## src/sv/hss_pkg.sv

```systemverilog
// ----------------------------------------------------------------------------
// hss_pkg
// Shared types and constants for the five-point heat stencil sweep.
// ----------------------------------------------------------------------------
package hss_pkg;

    // cell values: signed Q16.16
    localparam int DATA_W     = 32;
    localparam int FRAC_BITS  = 16;
    localparam int ROUND_HALF = 32768;

    localparam int COEF_W  = 16;
    localparam int THR_W   = 31;
    localparam int COUNT_W = 16;

    // configuration port
    localparam int CFG_INDEX_W  = 3;
    localparam int CFG_DATA_W   = 32;
    localparam int CFG_WIDTH_W  = 6;
    localparam int CFG_HEIGHT_W = 12;

    localparam int MIN_DIM          = 3;
    localparam int CFG_WIDTH_RESET  = 32;
    localparam int CFG_HEIGHT_RESET = 32;
    localparam int COEF_V_RESET     = 6554;
    localparam int COEF_H_RESET     = 6554;
    localparam int THRESH_RESET     = 9830;

    localparam int DEF_MAX_WIDTH  = 63;
    localparam int DEF_MAX_HEIGHT = 4095;

    typedef enum logic [CFG_INDEX_W-1:0] {
        CFG_GRID_WIDTH       = 3'd0,
        CFG_GRID_HEIGHT      = 3'd1,
        CFG_COEF_VERTICAL    = 3'd2,
        CFG_COEF_HORIZONTAL  = 3'd3,
        CFG_CHANGE_THRESHOLD = 3'd4
    } t_cfg_index;

    typedef enum logic {
        ST_RUN   = 1'b0,
        ST_FLUSH = 1'b1
    } t_sweep_state;

    // control that travels with each beat down the pipeline
    typedef struct packed {
        logic valid;     // beat produces a result
        logic last;      // final result of the grid
        logic interior;  // apply the stencil, else pass through
        logic upd;       // beat came from the input (not a flush beat)
    } t_beat_ctl;

endpackage

```

## src/sv/hss_ram.sv

```systemverilog
// ----------------------------------------------------------------------------
// hss_ram
// Generic single-write, single-read RAM with registered, read-first output.
// ----------------------------------------------------------------------------
module hss_ram import hss_pkg::*; #(
    parameter int WIDTH = DATA_W,
    parameter int DEPTH = DEF_MAX_WIDTH
) (
    input  logic                                  i_clk,
    input  logic                                  i_we,
    input  logic [((DEPTH > 1) ? $clog2(DEPTH) : 1)-1:0] i_waddr,
    input  logic [WIDTH-1:0]                      i_wdata,
    input  logic                                  i_re,
    input  logic [((DEPTH > 1) ? $clog2(DEPTH) : 1)-1:0] i_raddr,
    output logic [WIDTH-1:0]                      o_rdata
);

    logic [WIDTH-1:0] r_mem [DEPTH];
    logic [WIDTH-1:0] r_rdata;

    always_ff @(posedge i_clk) begin
        if (i_we) begin
            r_mem[i_waddr] <= i_wdata;
        end
    end

    // read sees the old word on a same-address write
    always_ff @(posedge i_clk) begin
        if (i_re) begin
            r_rdata <= r_mem[i_raddr];
        end
    end

    assign o_rdata = r_rdata;

endmodule

```

## config.mk

```make
export PLATFORM = sky130hd
export DESIGN_NAME = hss_ram
export DESIGN_NICKNAME = d
export VERILOG_FILES = /design/src/sv/hss_pkg.sv /design/src/sv/hss_ram.sv
export SDC_FILE = /design/constraint.sdc
export NUM_CORES = 2
export LEC_CHECK = 0
export BUFFER_PORTS_ARGS = -buffer_cell sky130_fd_sc_hd__buf_4
export CAP_MARGIN = 15
export CORE_UTILIZATION = 50
export DETAILED_ROUTE_END_ITERATION = 6
export PLACE_DENSITY_LB_ADDON = 0.2
export RECOVER_POWER = 25
export SLEW_MARGIN = 20
export SYNTH_ARGS = -nofsm -noshare
export SYNTH_HDL_FRONTEND = slang
export SYNTH_SLANG_ARGS = --single-unit
```

## constraint.sdc

```tcl
create_clock -name i_clk -period 7.26 [get_ports i_clk]
set_clock_uncertainty 0.15 [all_clocks]
set_input_delay 0.726 -clock i_clk [delete_from_list [all_inputs] [get_ports i_clk]]
set_output_delay 0.726 -clock i_clk [all_outputs]
set_load 0.02 [all_outputs]
```

---- After elaboration in Yosys (flattened, before gate mapping) ----
Memories as Yosys holds them, arrays and structs flattened. A register that Yosys moved wholly into a read port is not among the register bits.
Index checks and enable logic that the tools add are counted.
operators by class
  multiplexer cells ....................... 2
operators by type and width
  operator           number
  two-way mux 1 bit  2
storage, ports and cells
  flip-flop bits (word level) ............. 0
  bits in writable memories ............... 2016
  bits of input ports ..................... 47
  output and inout port bits .............. 32
  word-level logic and storage cells ...... 3
  memories kept ........................... 1
memories
  memory  words  width  read ports  clocked after memory_dff  wr ports  RTL line       source
  r_mem   63     32     1           1                         1         hss_ram.sv:18  logic [WIDTH-1:0] r_mem [DEPTH];

---- Logic depth before layout (Yosys ltp) ----
  depth after elaboration ................. 2
  gate-level depth with buffers ........... 10
  mapped depth without buffers ............ 5

---- Worst setup path before layout ----
Ideal clock, no wire load.
  path type ............................... input-to-reg
  start point ............................. input i_waddr[4] (netlist name)
  end point ............................... memory r_mem[32][0] (netlist name), enable pin
  setup time .............................. 0.461 ns
  arrival time ............................ 3.572 ns
  data required time ...................... 6.649 ns
  setup slack ............................. 3.077 ns
  stages on the path ...................... 4
  path buffers ............................ 1
  path through ............................ clkbuf_1 nor4bb_1 nand2b_1 nor3_1
RTL lines
  what         RTL line       source
  from (decl)  hss_ram.sv:11  input logic [((DEPTH > 1) ? $clog2(DEPTH) : 1)-1:0] i_waddr,
  to (decl)    hss_ram.sv:18
Straight into the memory's write port.

==> impl_metrics.toml <==
[run_status]
status = "finished, violations left"
failed_checks = "capacitance limit, slew limit"

[sta]
timing_worst_slew_pin_value_ps = 3181
final_hold_viol_count = 0
setup_repair_after_global_routing_missed_its_margin = "no"
report.final.setup_viol = 0
fin_tns_setup_ps = 0
timing_max_transition_violations_final = 1600
finalCriticalPeriod_ps = 3454
ratio_of_final_minimum_period_to_clock_period_pct = 47.57
achievable-frequency_mhz = 289.5
worst_hold_slack_ps = 284.5
timing.max_slew.rel_slack_pct = -112.1

[hold_path]
hold_path.startpoint = "i_waddr[0]"
path_class_of_the_lowest_slack_min_delay_path = "primary input to register"
min_to = "r_mem[34][14]"
worst_hold_path.num_cells = 2

[clocking]
clk_latency_ps = 840
cts_num_sinks = 2048
cts_buffer_count = 198
ctsHtreeMaxLevel = 4
cts_max_path_buffers = 3
clkSlewWorstSetupHoldPaths_ps = 60
total_of_cells_resized_after_clock_tree_synthesis = 0
post-cts-setup-buffer-count = 0
cts_hold_repair.buffers = 0
tritoncts = "done"
cts-root-buf = "sky130_fd_sc_hd__clkbuf_16"

[drt]
drcViolationCount = 0
dr.pass1.iters = 7
drt.antenna.violating_nets = 0
num_vias = 38750
detail_route.vias_per_cell = 6.475
avgRoutedWirePerCell_um = 35.38
route.final.wire_length_mm = 211.8
drt_iter0_drcs = 5125

[worst_setup_path]
rr_worst_depth = 5
reg2reg_from = "r_mem[3][24]"
critPathKind = "primary input to register"
worstSetupEndpointType = "register"
worst-endpoint-required_ps = 7670
timing.reg2reg.setup_slack_ps = 4530
start_kind = "primary input"
critical_path.reg2reg.endpoint = "o_rdata[24]"
startpoint = "i_raddr[0]"
timing.critical_path.arrival_ps = 3860
worstPathMaxFanout = 60

[place]
io_buffer_count = 78
dp_hpwl_mm = 114.7
gp_routability_congestion = 0.7862

[logic_synthesis]
avgSynthCellArea_um2 = 21.92
synthesis.nets = 3630
post_synthesis_cell_count = 3583
post_synth_num_cell_types = 52
yosys_warnings = 0
postSynth.topFlopCell = "sky130_fd_sc_hd__edfxtp_1"
ys_seq_area_share_pct = 78.32
ys_ff_latch = 2048
syn_area_mm2 = 0.07852
synth-edff-count = 2048
async_flop_share_pct = 0

[global_route]
vias_in_the_first_global_route = 38230
antenna_found_initial = 15
grt_first_pass_wirelength_mm = 293.4
grt_remaining_overflow = 0
globalRouteTotalUtil_pct = 26.87
grt_start_max_net_pins = 120

[layout]
ff_latch_area_mm2 = 0.06150
layout.cells.most_common_list = "sky130_fd_sc_hd__edfxtp_1 (2048), sky130_fd_sc_hd__mux4_2 (406), sky130_fd_sc_hd__mux2i_1 (224), sky130_fd_sc_hd__clkbuf_16 (206), sky130_fd_sc_hd__buf_4 (151)"
final_layout_size_suffix_gt1_share_pct = 24.04
synth_to_layout_area_growth_pct = 12.15
layout.cells.most_common = "sky130_fd_sc_hd__edfxtp_1"
final_nets = 3811
fillerInstances = 11480
combined_area_of_the_multi_input_logic_cells_mm2 = 0.01625

[floorplanning]
floorplan_core_area_mm2 = 0.1560
floorplan.die.height_um = 398.3
dieArea_mm2 = 0.1586
initial_utilization_pct = 50.33
floorplan.die.width_um = 398.3
floorplan.rows = 145
io_pins = 79

[power_and_ir_drop]
worst_ir_drop_vdd_mv = 0.2589
power.leakage_nw = 27.72
pwrdens_mw_per_mm2 = 277.3
fin_total_pwr_mw = 24.41

[flow_run]
maxCapViolCount = 25
## Yosys cell counts (16+ instances only)
| cell | count | area, µm² |
|---|---|---|
| sky130_fd_sc_hd__buf_2 | 57 | 285.3 |
| sky130_fd_sc_hd__nand2_1 | 75 | 281.5 |
| sky130_fd_sc_hd__o22ai_1 | 43 | 269.0 |
| sky130_fd_sc_hd__o21ai_0 | 57 | 285.3 |
| sky130_fd_sc_hd__edfxtp_1 | 2048 | 61500 |
| sky130_fd_sc_hd__a211oi_1 | 32 | 240.2 |
| sky130_fd_sc_hd__buf_4 | 26 | 195.2 |
| sky130_fd_sc_hd__a211o_1 | 24 | 210.2 |
| sky130_fd_sc_hd__nor3_1 | 16 | 80.08 |
| sky130_fd_sc_hd__a22oi_1 | 20 | 150.1 |
| sky130_fd_sc_hd__a221oi_1 | 16 | 140.1 |
| sky130_fd_sc_hd__a21oi_1 | 76 | 380.4 |
| sky130_fd_sc_hd__o221ai_1 | 62 | 543.0 |
| sky130_fd_sc_hd__mux4_2 | 406 | 9144 |
| sky130_fd_sc_hd__nor2b_1 | 28 | 175.2 |
| sky130_fd_sc_hd__nand3_1 | 20 | 100.1 |
| sky130_fd_sc_hd__mux2i_1 | 224 | 2242 |
| sky130_fd_sc_hd__clkbuf_1 | 78 | 292.8 |
| sky130_fd_sc_hd__nor2_1 | 88 | 330.3 |
| sky130_fd_sc_hd__mux2_2 | 32 | 360.4 |
| sky130_fd_sc_hd__buf_6 | 33 | 371.6 |
## area by class of cell
type                    instances  area share [%]
repair buffers                189           1.672
flip-flops and latches       2048           69.84
inverters                       4         0.01705
multi-input cells            1323           18.45
clock inverters               105           1.026
well taps                    2058           2.924
diodes                          4         0.01137
clock buffers                 254           6.059
## registers in the layout (all words and copies together) (netlist names)
| name | count |
|---|---|
| o_rdata | 32 |
| r_mem | 2016 |
## where the power goes
part / switching (mW) / internal, mW
logic: 0.831 / 0.417
clock network: 4.32 / 5.67
registers: 0.0421 / 13.1
## worst max path at each step
stage                   endpoint  slack (ps)
floorplan           r_mem[32][0]        3080
global placement     o_rdata[21]        2760
detailed placement   o_rdata[21]        2760
CTS                  o_rdata[21]        3650
global route          o_rdata[3]        3570
finish               o_rdata[24]        3810
## stage by stage
step                      util [%]  instances  cell area (µm²)  setup slack, ps
after global placement       52.49       5622            81900             2757
final                        56.44       5985            88060             3806
after CTS                    56.49       5981            88140             3648
after global routing         56.44       5983            88050             3569
after floorplan                  -       3583            78520             3077
after detailed placement     52.49       5622            81900             2761
## per-layer routing
| metal | wire length, µm | global-route usage, % | vias up | share of wire (%) |
|---|---|---|---|---|
| met4 | 6193 | 8.087 | 10 | 2.9 |
| met3 | 22690 | 7.789 | 332 | 11 |
| li1 | - | - | 15540 | - |
| met1 | 83690 | 37.63 | 20850 | 40 |
| met2 | 98980 | 41.07 | 2028 | 47 |
| met5 | 191 | 0.6053 | - | 0.090 |
## worst max-delay path: stages
cell and delay, ps:
sky130_fd_sc_hd__buf_8 540, sky130_fd_sc_hd__buf_4 470, sky130_fd_sc_hd__mux4_2 580, sky130_fd_sc_hd__mux2i_1 370
sky130_fd_sc_hd__nand2_1 280, sky130_fd_sc_hd__a41oi_1 710, sky130_fd_sc_hd__a21oi_1 70
## cell families after synthesis
group | synth area share [%]
DFF | 78.32
muxes | 14.96
AOI/OAI and AO/OA | 3.590
and+or+nand+nor | 1.515
buffers and inverters | 1.614
Power figures use the tool's default switching activity.
