==> src/sv/hss_pkg.sv <==
// ----------------------------------------------------------------------------
// hss_pkg
// Shared types and constants for the five-point heat stencil sweep.
// ----------------------------------------------------------------------------
package hss_pkg;

    // cell values: signed Q16.16
    localparam int DATA_W     = 32;
    localparam int FRAC_BITS  = 16;
    localparam int ROUND_HALF = 32768;

    localparam int COEF_W  = 16;
    localparam int THR_W   = 31;
    localparam int COUNT_W = 16;

    // configuration port
    localparam int CFG_INDEX_W  = 3;
    localparam int CFG_DATA_W   = 32;
    localparam int CFG_WIDTH_W  = 6;
    localparam int CFG_HEIGHT_W = 12;

    localparam int MIN_DIM          = 3;
    localparam int CFG_WIDTH_RESET  = 32;
    localparam int CFG_HEIGHT_RESET = 32;
    localparam int COEF_V_RESET     = 6554;
    localparam int COEF_H_RESET     = 6554;
    localparam int THRESH_RESET     = 9830;

    localparam int DEF_MAX_WIDTH  = 63;
    localparam int DEF_MAX_HEIGHT = 4095;

    typedef enum logic [CFG_INDEX_W-1:0] {
        CFG_GRID_WIDTH       = 3'd0,
        CFG_GRID_HEIGHT      = 3'd1,
        CFG_COEF_VERTICAL    = 3'd2,
        CFG_COEF_HORIZONTAL  = 3'd3,
        CFG_CHANGE_THRESHOLD = 3'd4
    } t_cfg_index;

    typedef enum logic {
        ST_RUN   = 1'b0,
        ST_FLUSH = 1'b1
    } t_sweep_state;

    // control that travels with each beat down the pipeline
    typedef struct packed {
        logic valid;     // beat produces a result
        logic last;      // final result of the grid
        logic interior;  // apply the stencil, else pass through
        logic upd;       // beat came from the input (not a flush beat)
    } t_beat_ctl;

endpackage

==> src/sv/hss_arith.sv <==
// ----------------------------------------------------------------------------
// hss_arith
// Five-stage stencil datapath: Laplacian terms, coefficient products,
// rounding, saturation, and the change-against-threshold test.
// ----------------------------------------------------------------------------
module hss_arith import hss_pkg::*; (
    input  logic                     i_clk,
    input  logic                     i_rst_n,
    input  logic                     i_en,
    input  t_beat_ctl                i_ctl,
    input  logic signed [DATA_W-1:0] i_centre,
    input  logic signed [DATA_W-1:0] i_up,
    input  logic signed [DATA_W-1:0] i_down,
    input  logic signed [DATA_W-1:0] i_left,
    input  logic signed [DATA_W-1:0] i_right,
    input  logic [COEF_W-1:0]        i_coef_v,
    input  logic [COEF_W-1:0]        i_coef_h,
    input  logic [THR_W-1:0]         i_thresh,
    output t_beat_ctl                o_ctl,
    output logic signed [DATA_W-1:0] o_value,
    output logic                     o_exceeded
);

    localparam int DIFF_W = DATA_W + 2;
    localparam int PROD_W = DIFF_W + COEF_W + 1;
    localparam int SUM_W  = PROD_W + 1;
    localparam int Q_W    = SUM_W - FRAC_BITS;
    localparam int NEW_W  = Q_W + 1;
    localparam int MAG_W  = DATA_W + 1;

    // stage A: second differences
    t_beat_ctl                r_a_ctl;
    logic signed [DIFF_W-1:0] r_a_dv, r_a_dh, n_a_dv, n_a_dh;
    logic signed [DATA_W-1:0] r_a_old;

    // stage B: products
    t_beat_ctl                r_b_ctl;
    logic signed [PROD_W-1:0] r_b_pv, r_b_ph, n_b_pv, n_b_ph;
    logic signed [DATA_W-1:0] r_b_old;

    // stage C: rounded Q16.16 increment
    t_beat_ctl                r_c_ctl;
    logic signed [SUM_W-1:0]  n_c_sum;
    logic signed [Q_W-1:0]    r_c_q, n_c_q;
    logic signed [DATA_W-1:0] r_c_old;

    // stage D: new value, saturated
    t_beat_ctl                r_d_ctl;
    logic signed [NEW_W-1:0]  n_d_wide;
    logic signed [DATA_W-1:0] r_d_new, n_d_new, r_d_old;
    logic                     n_d_hi_ones, n_d_hi_zeros;

    // stage E: change test
    t_beat_ctl                r_e_ctl;
    logic signed [MAG_W-1:0]  n_e_diff;
    logic [MAG_W-1:0]         n_e_mag;
    logic                     r_e_ex, n_e_ex;
    logic signed [DATA_W-1:0] r_e_new;

    always_comb begin
        if (i_ctl.interior) begin
            n_a_dv = DIFF_W'(i_up) + DIFF_W'(i_down) - (DIFF_W'(i_centre) <<< 1);
            n_a_dh = DIFF_W'(i_left) + DIFF_W'(i_right) - (DIFF_W'(i_centre) <<< 1);
        end else begin
            n_a_dv = '0;
            n_a_dh = '0;
        end
    end

    always_comb begin
        n_b_pv = PROD_W'($signed({1'b0, i_coef_v})) * PROD_W'(r_a_dv);
        n_b_ph = PROD_W'($signed({1'b0, i_coef_h})) * PROD_W'(r_a_dh);
    end

    // floor((s + half) / 2^16): round to nearest, ties upward
    always_comb begin
        n_c_sum = SUM_W'(r_b_pv) + SUM_W'(r_b_ph) + SUM_W'(ROUND_HALF);
        n_c_q   = Q_W'(n_c_sum >>> FRAC_BITS);
    end

    always_comb begin
        n_d_wide     = NEW_W'(r_c_old) + NEW_W'(r_c_q);
        n_d_hi_ones  = &n_d_wide[NEW_W-1:DATA_W-1];
        n_d_hi_zeros = ~|n_d_wide[NEW_W-1:DATA_W-1];
        if (n_d_hi_ones || n_d_hi_zeros) begin
            n_d_new = n_d_wide[DATA_W-1:0];
        end else if (n_d_wide[NEW_W-1]) begin
            n_d_new = {1'b1, {(DATA_W-1){1'b0}}};
        end else begin
            n_d_new = {1'b0, {(DATA_W-1){1'b1}}};
        end
    end

    always_comb begin
        n_e_diff = MAG_W'(r_d_new) - MAG_W'(r_d_old);
        n_e_mag  = n_e_diff[MAG_W-1] ? MAG_W'(-n_e_diff) : MAG_W'(n_e_diff);
        n_e_ex   = n_e_mag > MAG_W'(i_thresh);
    end

    always_ff @(posedge i_clk) begin
        if (!i_rst_n) begin
            r_a_ctl <= '0;
            r_b_ctl <= '0;
            r_c_ctl <= '0;
            r_d_ctl <= '0;
            r_e_ctl <= '0;
        end else if (i_en) begin
            r_a_ctl <= i_ctl;
            r_b_ctl <= r_a_ctl;
            r_c_ctl <= r_b_ctl;
            r_d_ctl <= r_c_ctl;
            r_e_ctl <= r_d_ctl;
        end
    end

    always_ff @(posedge i_clk) begin
        if (i_en) begin
            r_a_dv  <= n_a_dv;
            r_a_dh  <= n_a_dh;
            r_a_old <= i_centre;
            r_b_pv  <= n_b_pv;
            r_b_ph  <= n_b_ph;
            r_b_old <= r_a_old;
            r_c_q   <= n_c_q;
            r_c_old <= r_b_old;
            r_d_new <= n_d_new;
            r_d_old <= r_c_old;
            r_e_new <= r_d_new;
            r_e_ex  <= n_e_ex;
        end
    end

    assign o_ctl      = r_e_ctl;
    assign o_value    = r_e_new;
    assign o_exceeded = r_e_ex;

endmodule

==> config.mk <==
export PLATFORM = sky130hd
export DESIGN_NAME = hss_arith
export DESIGN_NICKNAME = d
export VERILOG_FILES = /design/src/sv/hss_pkg.sv /design/src/sv/hss_arith.sv
export SDC_FILE = /design/constraint.sdc
export NUM_CORES = 2
export LEC_CHECK = 0
export ABC_AREA = 1
export BUFFER_PORTS_ARGS = -buffer_cell sky130_fd_sc_hd__clkbuf_2
export CELL_PAD_IN_SITES_DETAIL_PLACEMENT = 1
export CELL_PAD_IN_SITES_GLOBAL_PLACEMENT = 1
export CORE_MARGIN = 8
export CORE_UTILIZATION = 47
export DETAILED_ROUTE_END_ITERATION = 10
export MAX_ROUTING_LAYER = met4
export PLACE_DENSITY_LB_ADDON = 0.2
export SETUP_SLACK_MARGIN = 0.1
export SYNTH_ARGS = -nofsm -noshare
export SYNTH_HDL_FRONTEND = slang
export SYNTH_SLANG_ARGS = --single-unit
==> constraint.sdc <==
create_clock -name i_clk -period 8.4 [get_ports i_clk]
set_clock_uncertainty 0.2 [all_clocks]
set_input_delay 1.26 -clock i_clk [delete_from_list [all_inputs] [get_ports i_clk]]
set_output_delay 1.26 -clock i_clk [all_outputs]
set_load 0.005 [all_outputs]
Word-level counts from Yosys, hierarchy flattened
Cells that the tools add are included.

Flip-flop bits (word level): 419. Word-level logic and storage cells: 51.

$add $sub $neg: 9. Multipliers: 2. Order comparisons: 1. Multiplexer cells: 3. Reductions and logical operators: 4.

Operators by type and width (number): multiplier 17 x 34 -> 51 bit (2); subtractor 33 x 33 -> 34 bit (2); adder 32 x 32 -> 33 bit (2); 2-to-1 mux 32 bit (2); adder 51 x 51 -> 52 bit (1); adder 52 x 17 -> 52 bit (second input constant) (1); adder 32 x 36 -> 37 bit (1); greater-than comparator 33 x 31 -> 1 bit (1); 2-to-1 mux 33 bit (1); negation 33 bit (1); subtractor 32 x 32 -> 33 bit (1); AND reduction 6 bit (1); OR reduction 6 bit (1); zero test 1 bit (1); logical OR 1 bit (1).

Longest topological paths before layout
Depth in word-level cells: 5. Mapped depth: 34.

Least setup slack after synthesis
OpenSTA, ideal clock, no wires.

Path kind: input port to flip-flop. Start: input i_coef_h[8]. End: register r_b_ph[32] (data pin). Setup time: 0.260 ns. Arrival: 6.580 ns. Setup slack: 1.361 ns. Stages: 26. Buffers on the path: 2. Cell sequence: clkbuf_1 -> clkbuf_1 -> nand2_1 -> fa_1 -> inv_1 -> fa_1 -> inv_1 -> fa_1 -> inv_1 -> fa_1 -> fa_1 -> inv_1 -> fa_1 -> inv_1 -> ha_1 -> a21oi_1 -> inv_1 -> a31oi_1 -> nand2_1 -> a31oi_1 -> inv_1 -> a21oi_1 -> o21ai_0 -> nand2_1 -> nand2_1 -> xor2_1.

Cells in the longest elaborated chain, start to end: 1.

Ends and longest elaborated chain: from (decl) (line hss_arith.sv:17) `input logic [COEF_W-1:0] i_coef_h,`; multiplier 17 x 34 -> 51 bit (line hss_arith.sv:72) `n_b_ph = PROD_W'($signed({1'b0, i_coef_h})) * PROD_W'(r_a_dh);`; net n_b_ph[32] (line hss_arith.sv:38) `logic signed [PROD_W-1:0] r_b_pv, r_b_ph, n_b_pv, n_b_ph;`; to (signal assigned) (line hss_arith.sv:122) `r_b_ph <= n_b_ph;`; to (decl) (line hss_arith.sv:38).

The timed path passes the listed nets, and every way through them passes these cells. A chain may end at the register's enable or synchronous reset.

Worst setup path after layout
Start: input i_coef_v[3]. End: register r_b_pv[49] (data pin).

Cells in the longest elaborated chain, start to end: 1.

Ends and longest elaborated chain: from (decl) (line hss_arith.sv:16) `input logic [COEF_W-1:0] i_coef_v,`; multiplier 17 x 34 -> 51 bit (line hss_arith.sv:71) `n_b_pv = PROD_W'($signed({1'b0, i_coef_v})) * PROD_W'(r_a_dv);`; net n_b_pv[49] (line hss_arith.sv:38); to (signal assigned) (line hss_arith.sv:121) `r_b_pv <= n_b_pv;`; to (decl) (line hss_arith.sv:38).

The timed path passes the listed nets, and every way through them passes these cells.

==> flow_summary.json <==
{
  "run_status": "complete, no violations",
  "ys_async_sr_fraction": 0,
  "synthMuxAreaShare": 0,
  "worst_ep_arrival_ns": 8.13,
  "synth-edff-count": 399,
  "achievable-frequency_mhz": 126,
  "largest_stage_delay_worst_path_ns": 0.75,
  "path_cells": "clkbuf_2 > buf_4 > nand2_1 > fa_1 > fa_1 > fa_1 > inv_1 > fa_1 > fa_1 > inv_1 > fa_1 > inv_1 > ha_1 > nand2_1 > nor2_1 > nand2_1 > nor4_1 > o21ai_0 > nand3_1 > nand2_1 > o211ai_1 > a21oi_1 > xor2_1",
  "hold_path_class": "register to register",
  "synthXorXnorAreaFrac": 0.0285,
  "postRouteWirelength_um": 227000,
  "final_layout_size_suffix_gt1_frac": 0.0579,
  "post_drt_via_cell_ratio": 5.29,
  "topRoutingLayerUsed": "met4",
  "n_fill_cell": 17517,
  "grt.total_usage": 0.298,
  "path_delay_family": "adder cells",
  "ctsHoldBuffers": 0,
  "maximum_number_of_pins_on_one_net_before_global_route_repair": 92,
  "detailroute.wirelength.met3_um": 12700,
  "number_of_global_route_vias_before_repair": 61037,
  "hpwl_dp_um": 196000,
  "grt_pass1_wl_um": 355000,
  "drt_met1_wl_um": 96500,
  "crit_path_frequent_cell": "fa_1",
  "postCtsSetupRepairBufs": 0,
  "crit_path_end_kind": "register",
  "antenna_left": 0,
  "crit_path_max_fanout": 20,
  "fin_nets": 10286,
  "crit_buf_inv": 5,
  "vias_post_dr": 55022,
  "grt_overflow": 0,
  "buffer_ports.inserted": 266,
  "cts-resized-gates": 0,
  "grt_setup_unrepaired": "false",
  "area_delta_synth_final_pct": 7.41,
  "synth_area_per_cell_um2": 8.14,
  "synthFlopType": "edfxtp_1",
  "sequential_area_share_after_synthesis": 0.183,
  "max_slew_margin": 0.238,
  "drt_pre_antenna_iters": 5,
  "netlist_area_um2": 67800,
  "antenna_found_initial": 14,
  "routability_congestion": 0.974,
  "cpMaxStageDelayCell": "nor4_1",
  "worst-slew-pin-transition_ns": 1.14,
  "netlist.area_leader.share": 0.325,
  "synth_top_area_cell": "fa_1",
  "timing.max_cap.violations": 0,
  "utilization": 0.508,
  "drc": 0,
  "floorplan.die_area_um2": 157000,
  "die_w_um": 396,
  "final_common_cell": "inv_1",
  "postSynthRegisterBits": 419,
  "detail_route.iter0.violations": 3209,
  "register_area_um2": 12400,
  "finalMaxSlewViolations": 0,
  "deepest_level_of_the_cts_h_tree": 2,
  "clock-root-buffer": "clkbuf_16",
  "synthSimpleGateAreaFrac": 0.148,
  "main_combinational_cell_family_by_area_after_synthesis": "adder cells",
  "drt-wirelength-per-cell_um": 21.9,
  "cts_num_sinks": 419,
  "row_count": 139,
  "period_share": 0.943,
  "crit_path_start_kind": "input pin",
  "routed-wl-met2_um": 110000,
  "post_synth_fa_ha_maj_area_fraction": 0.418,
  "setup_viol_count_final": 0,
  "synth_top_cells_by_area": "fa_1 (32%), edfxtp_1 (18%), inv_1 (13%), nand2_1 (10%), ha_1 (9.4%)",
  "clock_tree_from_tritoncts": "yes",
  "synth.distinct_cells": 60,
  "final_hold_fails": 0,
  "placeableCoreArea_um2": 143000,
  "timing.setup.critical_path_class": "input pin to register",
  "layout_common_cells": "inv_1 (2,343), nand2_1 (1,830), fa_1 (1,100)",
  "insertion_delay_ns": 0.67,
  "finalWorstPathRequiredPeriod_ns": 7.92,
  "crit_required_ns": 8.61,
  "io_pins": 267,
  "multi_input_comb_area_um2": 45500,
  "synthesis.nets": 10169,
  "worst_case_clock_buffer_depth": 3,
  "yosysWarningCount": 0,
  "dieHeight_um": 396,
  "synth_compound_gate_area_share": 0.0756,
  "postSynthCellCount": 8332,
  "numCtsBuffers": 52,
  "effective_utilization_at_floorplan": 0.473,
  "path_clk_slew_ns": 0.06
}
area by class of cell:
| type | instances | share of cell area |
|---|---|---|
| Clock inverter | 35 | 0.00498 |
| Antenna cell | 4 | 0.000137 |
| Inverter | 2358 | 0.122 |
| Tap cell | 1903 | 0.0327 |
| Sequential cell | 419 | 0.170 |
| Timing Repair Buffer | 349 | 0.0277 |
| Multi-Input combinational cell | 5269 | 0.624 |
| Clock buffer | 61 | 0.0186 |
layer usage:
layer  global-route usage  vias to the layer above
li1                     -                    25105
met1                0.383                    28040
met2                0.498                     1541
met3               0.0345                      336
met4               0.0923                        0
met5                    -                        -
state kept, by name (all words and copies together) (netlist names):
register / flops
r_d_old: 32
r_b_pv: 51
r_a_ctl: 4
r_d_new: 32
o_value: 32
r_b_old: 32
o_ctl: 4
r_c_old: 32
o_exceeded: 1
r_b_ph: 51
r_a_dh: 34
r_d_ctl: 4
r_a_dv: 34
r_c_ctl: 4
r_c_q: 36
r_a_old: 32
r_b_ctl: 4
cells by family after synthesis:
family | count (synthesis)
AOI/OAI and AO/OA | 914
DFF | 419
xor gates and xnor gates | 217
adders and majority gates | 1607
buffers and inverters | 2644
and+or+nand+nor | 2531
synthesized netlist by cell type, types with 10 or more instances:
cell type and n:
dfxtp_1 20, ha_1 507, xnor2_1 84, clkbuf_1 277, nor3_1 41, fa_1 1100
nand2_2 14, xor2_1 129, inv_1 2343, edfxtp_1 399, nand3_1 118, a31oi_1 62
o21a_1 44, o221ai_1 11, o21ai_0 235, a21oi_1 437, o211ai_1 20, o21bai_1 22
nand2_1 1830, nor2_1 422, nor4_1 14, inv_2 13, a221oi_1 10, o21ai_1 14
nand4_1 52
worst reg2reg max path: stages, from the launching register on:
cell and delay [ns]:
edfxtp_1 1.10, nand2_1 0.21, fa_1 0.56, inv_1 0.07
fa_1 0.49, fa_1 0.58, fa_1 0.44, fa_1 0.52
inv_1 0.06, fa_1 0.48, inv_1 0.05, ha_1 0.38
nand2_1 0.12, nor2_1 0.24, nand2_1 0.12, nor4_1 0.75
o21ai_0 0.25, nand3_1 0.35, nand2_1 0.10, o211ai_1 0.18
a21oi_1 0.15, xor2_1 0.16
path summary, 6_finish.rpt:
path / start / end / slack (ns) / depth (start not counted)
max: i_coef_v[3] / r_b_pv[49] / 0.48 / 23
min: r_b_old[15] / r_c_old[15] / 0.21 / 0
max reg2reg: r_a_dv[13] / r_b_pv[49] / 0.61 / 21
min reg2reg: r_b_old[15] / r_c_old[15] / 0.21 / 0
per-stage QoR:
step | setup TNS (ns) | setup WS (ns) | cells | cell area (um2) | hold slack, ns
floorplan | 0 | 1.36 | 8332 | 67800 | 0.200
global placement | 0 | 0.165 | 10298 | 71100 | 0.201
detailed placement | -0.0258 | -0.0258 | 10298 | 71100 | 0.206
CTS | 0 | 0.665 | 10394 | 72800 | 0.214
global route | 0 | 0.197 | 10398 | 72800 | 0.229
finish | 0 | 0.481 | 10398 | 72800 | 0.214
Power is not shown: default switching activity piles up to over one toggle a cycle in this logic, so the estimate is an artifact.
